$ cat src/hdl/scan_disk_seek_scheduler_unit_macros.svh
// ----------------------------------------------------------------------------
// Assertion macros for the SCAN seek scheduler
// Shared helpers that keep the concurrent checks short and uniform.
// ----------------------------------------------------------------------------
`ifndef SCAN_DISK_SEEK_SCHEDULER_UNIT_MACROS_SVH
`define SCAN_DISK_SEEK_SCHEDULER_UNIT_MACROS_SVH

// Same-cycle implication, sampled on aclk, off while aresetn is low.
`define SDSS_ASSERT_NOW(label, ante, cons, msg) \
    label: assert property (@(posedge aclk) disable iff (!aresetn) \
        (ante) |-> (cons)) else $error(msg);

// Next-cycle implication, sampled on aclk, off while aresetn is low.
`define SDSS_ASSERT_NEXT(label, ante, cons, msg) \
    label: assert property (@(posedge aclk) disable iff (!aresetn) \
        (ante) |=> (cons)) else $error(msg);

`endif

$ cat src/hdl/sdss_pkg.sv
// ----------------------------------------------------------------------------
// sdss_pkg
// Types and constants shared by the SCAN seek scheduler and its cells.
// ----------------------------------------------------------------------------
package sdss_pkg;

    // Field widths.
    localparam int CYL_BITS   = 16;
    localparam int CFG_BITS   = CYL_BITS + 1;
    localparam int TOTAL_BITS = CYL_BITS + 6;

    // Register reset value: number of cylinders.
    localparam logic [CFG_BITS-1:0] DISK_CYL_RESET = CFG_BITS'(200);

    // Item kinds.
    localparam logic REQ_LOAD  = 1'b0;
    localparam logic REQ_START = 1'b1;

    // Input beat.
    typedef struct packed {
        logic                req_type;
        logic [CYL_BITS-1:0] request_cylinder;
        logic [CYL_BITS-1:0] head_position;
        logic [CYL_BITS-1:0] previous_position;
    } in_item_t;

    // Result beat.
    typedef struct packed {
        logic [CYL_BITS-1:0]   visited_cylinder;
        logic [CYL_BITS-1:0]   step_distance;
        logic [TOTAL_BITS-1:0] total_seek;
        logic                  last_visit;
    } out_item_t;

    // Commands broadcast to every cell.
    typedef struct packed {
        logic ins;    // sorted insert of a new request
        logic shift;  // request row moves one cell toward the front
        logic push;   // stack row moves one cell toward the back
        logic pop;    // stack row moves one cell toward the front
    } cell_ctrl_t;

    // What a cell shows its neighbors.
    typedef struct packed {
        logic                valid;
        logic                gt;
        logic [CYL_BITS-1:0] value;
        logic                s_valid;
        logic [CYL_BITS-1:0] s_value;
    } cell_link_t;

    // Sequencer states.
    typedef enum logic [2:0] {
        ST_IDLE,
        ST_UP_SCAN,
        ST_UP_END,
        ST_UP_POP,
        ST_DN_SCAN,
        ST_DN_POP,
        ST_DN_ZERO,
        ST_DN_ASC
    } seq_state_t;

endpackage

$ cat src/hdl/scan_disk_seek_scheduler_unit.sv
// ----------------------------------------------------------------------------
// scan_disk_seek_scheduler_unit
// SCAN (elevator) seek scheduler built on a row of sorting cells.
// ----------------------------------------------------------------------------
// A load beat drops its request into its sorted place in a row of
// MAX_REQUESTS cells, and loads past capacity are taken and dropped.
// A start beat is served from the front cell, one stored request per
// visit plus the end visit in an upward sweep or the visit to cylinder 0
// in a downward sweep, and is held up while m_ready is low. Each
// request below the head in an upward sweep, or below it in a downward sweep,
// takes a silent step moving onto the cell stack before it comes back in
// descending order. An upward sweep adds a silent step where the row runs
// empty and a step for the end visit; a downward sweep adds a silent step
// where the row scan stops, one where the stack runs empty and one for the
// visit to cylinder 0. Each remaining step delivers one visit through the
// single output register. The next beat on s_ is taken once the last visit
// has been placed in that register.
// ----------------------------------------------------------------------------
module scan_disk_seek_scheduler_unit #(
    parameter int MAX_REQUESTS = 32
) (
    input  logic                           aclk,
    input  logic                           aresetn,
    input  logic                           s_valid,
    output logic                           s_ready,
    input  sdss_pkg::in_item_t             s_data,
    output logic                           m_valid,
    input  logic                           m_ready,
    output sdss_pkg::out_item_t            m_data,
    input  logic                           cfg_valid,
    output logic                           cfg_ready,
    input  logic [sdss_pkg::CFG_BITS-1:0]  cfg_data
);

`include "scan_disk_seek_scheduler_unit_macros.svh"

    localparam int CB = sdss_pkg::CYL_BITS;
    localparam int TB = sdss_pkg::TOTAL_BITS;

    sdss_pkg::seq_state_t  state_reg, state_next;
    sdss_pkg::cell_ctrl_t  ctrl;
    sdss_pkg::cell_link_t  link      [MAX_REQUESTS];
    sdss_pkg::cell_link_t  left_link [MAX_REQUESTS];
    sdss_pkg::cell_link_t  right_link[MAX_REQUESTS];
    sdss_pkg::out_item_t   m_data_reg;

    logic [sdss_pkg::CFG_BITS-1:0] disk_cyl_reg;
    logic [CB-1:0]                 end_cyl;
    logic [CB-1:0]                 end_reg;
    logic [CB-1:0]                 head_reg;
    logic [CB-1:0]                 cur_head_reg;
    logic [TB-1:0]                 total_reg;
    logic                          m_valid_reg;

    logic          out_free;
    logic          start;
    logic [CB-1:0] start_head;
    logic          start_up;
    logic [CB-1:0] front_cyl;
    logic          front_lt;
    logic          front_eq;
    logic          emit;
    logic          emit_last;
    logic [CB-1:0] emit_cyl;
    logic [CB-1:0] step;
    logic [TB:0]   sum;
    logic [TB-1:0] total_sat;

    // Configuration register.
    assign cfg_ready = 1'b1;

    always_ff @(posedge aclk) begin
        if (!aresetn) begin
            disk_cyl_reg <= sdss_pkg::DISK_CYL_RESET;
        end else if (cfg_valid && cfg_ready) begin
            disk_cyl_reg <= cfg_data;
        end
    end

    // End cylinder: zero cylinders counts as one, the count saturates at 2^CB.
    always_comb begin
        if (disk_cyl_reg == '0) begin
            end_cyl = '0;
        end else if (disk_cyl_reg[sdss_pkg::CFG_BITS-1] && (|disk_cyl_reg[CB-1:0])) begin
            end_cyl = '1;
        end else begin
            end_cyl = CB'(disk_cyl_reg - sdss_pkg::CFG_BITS'(1));
        end
    end

    // Start beat decode; the direction uses the raw positions.
    assign s_ready    = (state_reg == sdss_pkg::ST_IDLE);
    assign start      = s_valid && s_ready && (s_data.req_type == sdss_pkg::REQ_START);
    assign start_up   = s_data.previous_position < s_data.head_position;
    assign start_head = (s_data.head_position > end_cyl) ? end_cyl : s_data.head_position;

    // Neighbor wiring of the cell row.
    for (genvar i = 0; i < MAX_REQUESTS; i++) begin : g_cell
        if (i == 0) begin : g_first
            always_comb begin
                left_link[i]         = '0;
                left_link[i].valid   = 1'b1;
                left_link[i].s_valid = 1'b1;
                left_link[i].s_value = front_cyl;
            end
        end else begin : g_mid
            assign left_link[i] = link[i-1];
        end

        if (i == MAX_REQUESTS - 1) begin : g_last
            assign right_link[i] = '0;
        end else begin : g_inner
            assign right_link[i] = link[i+1];
        end

        sdss_cell u_cell (
            .aclk     (aclk),
            .aresetn  (aresetn),
            .ctrl     (ctrl),
            .ins_cyl  (s_data.request_cylinder),
            .left_in  (left_link[i]),
            .right_in (right_link[i]),
            .link_out (link[i])
        );
    end

    // Front request, clamped to the disk, against the head.
    assign front_cyl = (link[0].value > end_reg) ? end_reg : link[0].value;
    assign front_lt  = link[0].valid && (front_cyl < head_reg);
    assign front_eq  = link[0].valid && (front_cyl == head_reg);

    assign out_free = !m_valid_reg || m_ready;

    // Sequencer: next state, cell commands and the visit to emit.
    always_comb begin
        state_next = state_reg;
        ctrl       = '0;
        emit       = 1'b0;
        emit_last  = 1'b0;
        emit_cyl   = front_cyl;

        case (state_reg)
            sdss_pkg::ST_IDLE: begin
                if (s_valid) begin
                    if (s_data.req_type == sdss_pkg::REQ_LOAD) begin
                        ctrl.ins = !link[MAX_REQUESTS-1].valid;
                    end else begin
                        state_next = start_up ? sdss_pkg::ST_UP_SCAN : sdss_pkg::ST_DN_SCAN;
                    end
                end
            end

            // Upward: lower requests go to the stack, the rest are served.
            sdss_pkg::ST_UP_SCAN: begin
                if (!link[0].valid) begin
                    state_next = sdss_pkg::ST_UP_END;
                end else if (front_lt) begin
                    ctrl.shift = 1'b1;
                    ctrl.push  = 1'b1;
                end else if (out_free) begin
                    ctrl.shift = 1'b1;
                    emit       = 1'b1;
                end
            end

            sdss_pkg::ST_UP_END: begin
                emit_cyl  = end_reg;
                emit_last = !link[0].s_valid;
                if (out_free) begin
                    emit       = 1'b1;
                    state_next = emit_last ? sdss_pkg::ST_IDLE : sdss_pkg::ST_UP_POP;
                end
            end

            sdss_pkg::ST_UP_POP: begin
                emit_cyl  = link[0].s_value;
                emit_last = !link[1 % MAX_REQUESTS].s_valid;
                if (out_free) begin
                    emit     = 1'b1;
                    ctrl.pop = 1'b1;
                    if (emit_last) begin
                        state_next = sdss_pkg::ST_IDLE;
                    end
                end
            end

            // Downward: lower requests to the stack, equal ones served now.
            sdss_pkg::ST_DN_SCAN: begin
                if (front_lt) begin
                    ctrl.shift = 1'b1;
                    ctrl.push  = 1'b1;
                end else if (front_eq) begin
                    if (out_free) begin
                        ctrl.shift = 1'b1;
                        emit       = 1'b1;
                    end
                end else begin
                    state_next = sdss_pkg::ST_DN_POP;
                end
            end

            sdss_pkg::ST_DN_POP: begin
                emit_cyl = link[0].s_value;
                if (!link[0].s_valid) begin
                    state_next = sdss_pkg::ST_DN_ZERO;
                end else if (out_free) begin
                    emit     = 1'b1;
                    ctrl.pop = 1'b1;
                end
            end

            sdss_pkg::ST_DN_ZERO: begin
                emit_cyl  = '0;
                emit_last = !link[0].valid;
                if (out_free) begin
                    emit       = 1'b1;
                    state_next = emit_last ? sdss_pkg::ST_IDLE : sdss_pkg::ST_DN_ASC;
                end
            end

            sdss_pkg::ST_DN_ASC: begin
                emit_last = !link[1 % MAX_REQUESTS].valid;
                if (out_free) begin
                    emit       = 1'b1;
                    ctrl.shift = 1'b1;
                    if (emit_last) begin
                        state_next = sdss_pkg::ST_IDLE;
                    end
                end
            end

            default: begin
                state_next = sdss_pkg::ST_IDLE;
            end
        endcase
    end

    // Step distance and saturating running total.
    assign step      = (emit_cyl >= cur_head_reg) ? (emit_cyl - cur_head_reg)
                                                  : (cur_head_reg - emit_cyl);
    assign sum       = {1'b0, total_reg} + (TB + 1)'(step);
    assign total_sat = sum[TB] ? '1 : sum[TB-1:0];

    // Control registers.
    always_ff @(posedge aclk) begin
        if (!aresetn) begin
            state_reg   <= sdss_pkg::ST_IDLE;
            m_valid_reg <= 1'b0;
        end else begin
            state_reg <= state_next;
            if (emit) begin
                m_valid_reg <= 1'b1;
            end else if (m_ready) begin
                m_valid_reg <= 1'b0;
            end
        end
    end

    // Schedule context and the output beat.
    always_ff @(posedge aclk) begin
        if (start) begin
            end_reg      <= end_cyl;
            head_reg     <= start_head;
            cur_head_reg <= start_head;
            total_reg    <= '0;
        end else if (emit) begin
            cur_head_reg <= emit_cyl;
            total_reg    <= total_sat;
        end

        if (emit) begin
            m_data_reg.visited_cylinder <= emit_cyl;
            m_data_reg.step_distance    <= step;
            m_data_reg.total_seek       <= total_sat;
            m_data_reg.last_visit       <= emit_last;
        end
    end

    assign m_valid = m_valid_reg;
    assign m_data  = m_data_reg;

    // Checks on the cell row and the sequencer.
    `SDSS_ASSERT_NOW(a_row_sorted, link[0].valid && link[1 % MAX_REQUESTS].valid, link[0].value <= link[1 % MAX_REQUESTS].value, "request row out of order")
    `SDSS_ASSERT_NOW(a_stack_packed, link[1 % MAX_REQUESTS].s_valid, link[0].s_valid, "stack has a hole at its front")
    `SDSS_ASSERT_NOW(a_idle_stack_empty, state_reg == sdss_pkg::ST_IDLE, !link[0].s_valid, "stack not empty while idle")
    `SDSS_ASSERT_NEXT(a_last_drains, emit && emit_last, state_reg == sdss_pkg::ST_IDLE && !link[0].valid && !link[0].s_valid, "schedule ended with requests left")

endmodule

$ cat src/hdl/sdss_cell.sv
// ----------------------------------------------------------------------------
// sdss_cell
// One cell of the request chain: a slot of the sorted request row and a slot
// of the return stack, each trading values with its two neighbors.
// ----------------------------------------------------------------------------
module sdss_cell (
    input  logic                           aclk,
    input  logic                           aresetn,
    input  sdss_pkg::cell_ctrl_t           ctrl,
    input  logic [sdss_pkg::CYL_BITS-1:0]  ins_cyl,
    input  sdss_pkg::cell_link_t           left_in,
    input  sdss_pkg::cell_link_t           right_in,
    output sdss_pkg::cell_link_t           link_out
);

    logic                          valid_reg, valid_next;
    logic [sdss_pkg::CYL_BITS-1:0] value_reg, value_next;
    logic                          s_valid_reg, s_valid_next;
    logic [sdss_pkg::CYL_BITS-1:0] s_value_reg, s_value_next;
    logic                          my_gt;

    // This slot holds a value that must move back to make room.
    assign my_gt = valid_reg && (value_reg > ins_cyl);

    // Next contents of both slots.
    always_comb begin
        valid_next   = valid_reg;
        value_next   = value_reg;
        s_valid_next = s_valid_reg;
        s_value_next = s_value_reg;

        if (ctrl.ins) begin
            // Take the left value if it moves back too, otherwise the new one.
            if (my_gt || (!valid_reg && left_in.valid)) begin
                valid_next = 1'b1;
                value_next = left_in.gt ? left_in.value : ins_cyl;
            end
        end else if (ctrl.shift) begin
            valid_next = right_in.valid;
            value_next = right_in.value;
        end

        if (ctrl.push) begin
            s_valid_next = left_in.s_valid;
            s_value_next = left_in.s_value;
        end else if (ctrl.pop) begin
            s_valid_next = right_in.s_valid;
            s_value_next = right_in.s_value;
        end
    end

    // Valid bits reset; the data slots need none.
    always_ff @(posedge aclk) begin
        if (!aresetn) begin
            valid_reg   <= 1'b0;
            s_valid_reg <= 1'b0;
        end else begin
            valid_reg   <= valid_next;
            s_valid_reg <= s_valid_next;
        end
    end

    always_ff @(posedge aclk) begin
        value_reg   <= value_next;
        s_value_reg <= s_value_next;
    end

    assign link_out.valid   = valid_reg;
    assign link_out.gt      = my_gt;
    assign link_out.value   = value_reg;
    assign link_out.s_valid = s_valid_reg;
    assign link_out.s_value = s_value_reg;

endmodule
$ cat config.mk
export PLATFORM = sky130hd
export DESIGN_NAME = scan_disk_seek_scheduler_unit
export DESIGN_NICKNAME = d
export VERILOG_FILES = /design/src/hdl/sdss_pkg.sv /design/src/hdl/scan_disk_seek_scheduler_unit.sv /design/src/hdl/sdss_cell.sv
export VERILOG_INCLUDE_DIRS = /design/src /design/src/hdl
export SDC_FILE = /design/constraint.sdc
export NUM_CORES = 2
export LEC_CHECK = 0
export BUFFER_PORTS_ARGS = -buffer_cell sky130_fd_sc_hd__buf_2
export CORE_MARGIN = 10
export CORE_UTILIZATION = 61
export CTS_BUF_LIST = sky130_fd_sc_hd__clkbuf_4 sky130_fd_sc_hd__clkbuf_8
export CTS_CLUSTER_DIAMETER = 50
export DETAILED_ROUTE_END_ITERATION = 10
export GPL_TIMING_DRIVEN = 0
export PLACE_DENSITY_LB_ADDON = 0.05
export SYNTH_ARGS = -nofsm -noshare
export SYNTH_HDL_FRONTEND = slang
export SYNTH_SLANG_ARGS = --single-unit
$ cat constraint.sdc
create_clock -name aclk -period 36.9 [get_ports aclk]
set_input_delay 5.535 -clock aclk [delete_from_list [all_inputs] [get_ports aclk]]
set_output_delay 5.535 -clock aclk [all_outputs]
set_load 0.1 [all_outputs]
# Yosys cells after proc, flatten, opt, wreduce, memory -nomap -nowiden
# Index checks and enable logic that the tools add are counted.
# word_totals
elab_cells,806
input_bits,71
reg_bits,1234
# classes
add_sub_neg,4
eq_ne,52
n_mux,396
magnitude_cmp,37
n_reduce_logical,178
# ops
cell,n
$mux 16,198
$gt 16x16->1,34
$mux 1,174
$logic_and 1x1->1,68
$ne 2x1->1 const B,33
$reduce_and 2->1,32
$pmux 16 s3,1
$mux 3,14
$logic_not 1->1,35
$logic_or 1x1->1,33
$lt 16x16->1,2
$sub 16x16->16,2
$pmux 3 s8,1
$add 22x16->23,1
$mux 22,1
$ne 2x2->1 const B,11
$logic_not 17->1,1
$eq 16x16->1,1
$ge 16x16->1,1
$reduce_or 16->1,1
$sub 16x1->16 const B,1
$eq 3x3->1 const B,4
$reduce_and 12->1,1
$pmux 1 s4,2
other kinds (9),15

# Logic depth before layout (Yosys ltp)
# logic_depth
word_depth,9
depth_mapped,36
depth_no_buf,29

# Modules after synthesis
# Synthesis repeated with hierarchy kept, for this count alone.
# hier_totals
hier_cells,6869
hier_area_um2,76538.4
# modules_own_cells
mod,n_inst,cells_each,area_each_um2,seq_area_each_um2
sdss_cell (g_cell[0].u_cell ...),20,180,2054.5,1001.0
sdss_cell (g_cell[28].u_cell ...),12,180,2060.7,1001.0
scan_disk_seek_scheduler_unit,1,1109,10720.3,3953.8

# Worst setup path after synthesis
# Ideal clock, no wire load.
# synth_timing
path_type,input-to-reg
startpoint,input port m_ready
endpoint,register g_cell[0].u_cell.s_value_reg[0] (netlist name) (enable)
path_buffers,1
setup_slack_ns,18.486
arrival_ns,14.720
required_time_ns,33.205
path_stages,4
path_cell_list,nand2b_1 -> nand3_1 -> clkbuf_1 -> nand2_1
# synth_via
elab_chain_cells,5
# synth_lines
element,line,rtl
from (decl),scan_disk_seek_scheduler_unit.sv:28,"input logic m_ready,"
$logic_or 1x1->1 (*),scan_disk_seek_scheduler_unit.sv:132,assign out_free = !m_valid_reg || m_ready;
$mux 1 (*),"scan_disk_seek_scheduler_unit.sv:178, scan_disk_seek_scheduler_unit.sv:206",
$mux 1,scan_disk_seek_scheduler_unit.sv:204,if (!link[0].s_valid) begin
$pmux 1 s2 (*),scan_disk_seek_scheduler_unit.sv:142,case (state_reg)
$reduce_bool 2->1 (no source line) (*),-,
to (signal assigned),sdss_cell.sv:65,s_value_reg <= s_value_next;
to (decl),sdss_cell.sv:19,"logic [sdss_pkg::CYL_BITS-1:0] s_value_reg, s_value_next;"
# Mark *: on every way between the ends. The rest lies on a longest branch, timed or not.
# A chain may end at the register's enable or synchronous reset.

# Worst setup path in the final report
# layout_timing
startpoint,input port s_data[39] (netlist name)
endpoint,register g_cell[20].u_cell.value_reg[1] (netlist name) (enable)
# layout_via
elab_chain_cells,5
# layout_lines
element,line,rtl
from (decl),scan_disk_seek_scheduler_unit.sv:26,"input sdss_pkg::in_item_t s_data,"
$gt 16x16->1,sdss_cell.sv:23,assign my_gt = valid_reg && (value_reg > ins_cyl);
$logic_and 1x1->1,sdss_cell.sv:23,
$logic_or 1x1->1,sdss_cell.sv:34,if (my_gt || (!valid_reg && left_in.valid)) begin
$ne 2x1->1 (no source line),-,
$reduce_and 2->1 (no source line),-,
to (signal assigned),sdss_cell.sv:64,value_reg <= value_next;
to (decl),sdss_cell.sv:17,"logic [sdss_pkg::CYL_BITS-1:0] value_reg, value_next;"
# Every way passes these cells.

==> run_results.csv <==
group,metric,value,unit
outcome,outcome,"finished, final reports clean",
worst_hold_path,hold_end,"total_reg[9]",
cts,cts_buffer_depth,3,
synth,synth_compound_area_frac,0.114,
synth,synth_fa_ha_area_frac,0.107,
sta,worst_slew_margin_rel,0.0267,
synth,synthFlopType,"edfxtp_1",
cells_and_area,layout_commonest_cell,"nand2_1",
power,pwr-share-comb,0.387,
cts,hold_buffers,0,
synth,synth_top_family_by_area,"simple AND/OR/NAND/NOR gates",
synth,synth_top_area_share,0.473,
synth,synth_edf_count,1127,
sta,hold_viol_final,0,
drt,drcViolationCount,0,
synth,syn_inst,7062,
floorplan,design.die.area,131000,um2
synth,yosys.area_share.xor_xnor,0.00465,
synth,yosys-top-cells-area,"edfxtp_1 (47%), nand2_1 (11%), ha_1 (11%)",
floorplan,die_y,362,um
cts,clkTransAtPathRegs,0.05,ns
cts,numCtsBuffers,208,
synth,ys_seq_elements,1234,
drt,drtAntennaViolNets,0,
sta,period_share,0.269,
floorplan,die_w,362,um
worst_setup_path,crit_path_end_kind,"flop",
sta,rsz0062_at_grt,"no",
synth,synth_mux_area_frac,0.0849,
synth,ys_warn_count,0,
worst_hold_path,min_path_cells,2,
drt,viasPerCell,6.15,
global_route,track_usage,0.309,
cts,ctsResizeCount,0,
placement,dp.final_hpwl,158000,um
worst_setup_path,cp.required,37.57,ns
placement,place.gp.congestion,0.949,
synth,synthSimpleGateAreaFrac,0.152,
worst_setup_path,reg2reg_slack,27.79,ns
worst_setup_path,worstPathMaxFanout,18,
cts,cts_root_buffer,"clkbuf_8",
cts,cts_setup_buffers,0,
worst_setup_path,worstSetupPathType,"input pin to flop",
sta,finalSetupTns,0,ns
worst_hold_path,hp-class,"flop to flop",
floorplan,rows,125,
synth,yosys.area.top_type,"edfxtp_1",
worst_setup_path,start_kind,"input pin",
floorplan,io_pins,129,
floorplan,core_area,116000,um2
worst_setup_path,r2r_start,"g_cell[0].u_cell.value_reg[15]",
synth,syn_area,71500,um2
power,p_switching,2210,uW
cells_and_area,nNetsFinal,8129,
sta,period_minus_slack,9.94,ns
cts,cts.htree.levels,4,
cts,tritoncts,"yes",
global_route,antenna_found_initial,12,
power,sequentialPowerShare,0.393,
cts,cts.sinks,1234,
floorplan,start_util,0.615,
global_route,grt_pass1_wl,318000,um
worst_setup_path,ff2ff_path_depth,32,
drt,firstDrtPassIters,6,
sta,max_freq,101,MHz
synth,synth-async-reset-ratio,0,
synth,synth_nets,7744,
worst_setup_path,cp.arrival,10.62,ns
synth,syn-mean-instance-area,10.1,um2
cells_and_area,drive_gt1_frac,0.0905,
power,power.share.clock,0.219,
sta,finClkSkew,0.0330,ns
drt,drt_iter0_markers,6064,
cells_and_area,fillers,9261,
drt,drt-total-wl,208000,um
global_route,overflow,0,
worst_hold_path,hold_start,"total_reg[9]",
worst_setup_path,reg2reg_to,"total_reg[10]",
sta,finalSetupViolCount,0,
worst_setup_path,startpoint,"s_data[39]",
placement,dp_slack,26.22,ns
power,p_leak,0.0367,uW
drt,wl_per_cell,22.7,um
drt,route.vias.total,56259,
global_route,grt_max_degree,71,
synth,seq_area_frac_synth,0.503,
cells_and_area,area_growth,10.4,%
sta,tightest_slew,1.46,ns
synth,synth_cell_types,79,
run,maxCapViolCount,0,
cells_and_area,mostFrequentLayoutCells,"nand2_1 (2121), edfxtp_1 (1127), o21ai_0 (623), ha_1 (608), mux2i_1 (585)",
placement,port_buffers,126,
power,power.density,70.9,nW/um2
power,switching_share,0.394,
global_route,first_global_vias,55114,
sta,layout_setup_ws,26.96,ns
power,internal-power,3390,uW
power,ir_worst_vdd,0.0542,mV
cts,insertion_delay,0.93,ns
sta,slew_violations,0,
[worst max-delay path, cell delays in order]
cell       delay (ns)
buf_2            0.37
clkbuf_1         0.78
inv_2            0.51
buf_12           0.32
ha_1             0.35
nand4_1          0.17
a21oi_1          0.09
a2111oi_0        0.59
nor3_1           0.14
o311ai_1         0.28
buf_2            0.31
buf_2            0.36
a21boi_0         0.21
o21ai_1          0.22
buf_4            0.32
[metrics by stage]
stage | util | cell area [um2] | power (uW) | instances | hold slack (ns)
after detailed placement | 0.644 | 74800 | 4350 | 8760 | 0.456
after global placement | 0.637 | 74000 | 4330 | 8712 | 0.447
after floorplan | - | 71500 | 3730 | 7062 | 0.438
after global routing | 0.679 | 78900 | 5920 | 9136 | 0.492
after CTS | 0.679 | 78900 | 5570 | 9134 | 0.465
final | 0.679 | 78900 | 5600 | 9145 | 0.462
[worst max path at each step]
stage | to | slack [ns] | cells after the start
floorplan | g_cell[0].u_cell.s_value_reg[0] | 18.49 | 4
global placement | g_cell[31].u_cell.s_value_reg[6] | 13.54 | 5
detailed placement | g_cell[20].u_cell.value_reg[0] | 26.22 | 15
CTS | g_cell[20].u_cell.value_reg[1] | 27.21 | 15
global route | g_cell[21].u_cell.value_reg[0] | 26.86 | 15
finish | g_cell[20].u_cell.value_reg[1] | 26.96 | 15
[per-layer routing]
metal,track usage,up-vias,share of wire
li1,-,26168,-
met1,0.417,26948,0.42
met2,0.485,2593,0.45
met3,0.0667,542,0.095
met4,0.120,8,0.037
met5,0,-,0.00082
[cell families (layout without fill, tap and decap cells)]
kind of cell | count (synthesis) | in the layout
XOR/XNOR | 38 | 38
AO/OA/AOI/OAI | 1338 | 1338
AND/OR/NAND/NOR | 2633 | 2633
flip-flops | 1234 | 1234
multiplexers | 602 | 602
adder cells (fa/ha/maj) | 611 | 611
buffers and inverters | 605 | 1154
other | 1 | 11
[area by class of cell]
class                   count  area (um2)  area share
clock buffers             291        3560      0.0451
repair buffers            175        1380      0.0174
multi-input cells        5223       33100       0.420
diodes                     10        25.0    0.000317
clock inverters            83         528     0.00669
flip-flops and latches   1234       36000       0.456
plain buffers             407        1680      0.0213
well taps                1524        1910      0.0242
inverters                 198         743     0.00942
[power by group through the flow]
stage	Sequential (uW)	Combinational (uW)	Clock, uW
finish	2200	2170	1230
global route	2220	2390	1310
CTS	2190	2140	1240
detailed placement	2220	2130	0
global placement	2310	2030	0
floorplan	2260	1470	0
[Yosys cell counts, types with 23 or more instances]
cell type	instances
xnor2_1	23
o21a_1	54
mux2i_1	585
ha_1	608
nand3_1	34
a211oi_1	26
o21ai_0	651
a21boi_0	31
inv_1	197
nor3_1	45
edfxtp_1	1127
o211a_1	61
dfxtp_1	107
a21o_1	125
clkbuf_1	286
nand4_1	137
nor2b_1	60
o211ai_1	59
and3_1	37
nor2_1	116
buf_2	102
a21oi_1	192
nand2_1	2122
Note: power is estimated with default switching activity, not from simulation.
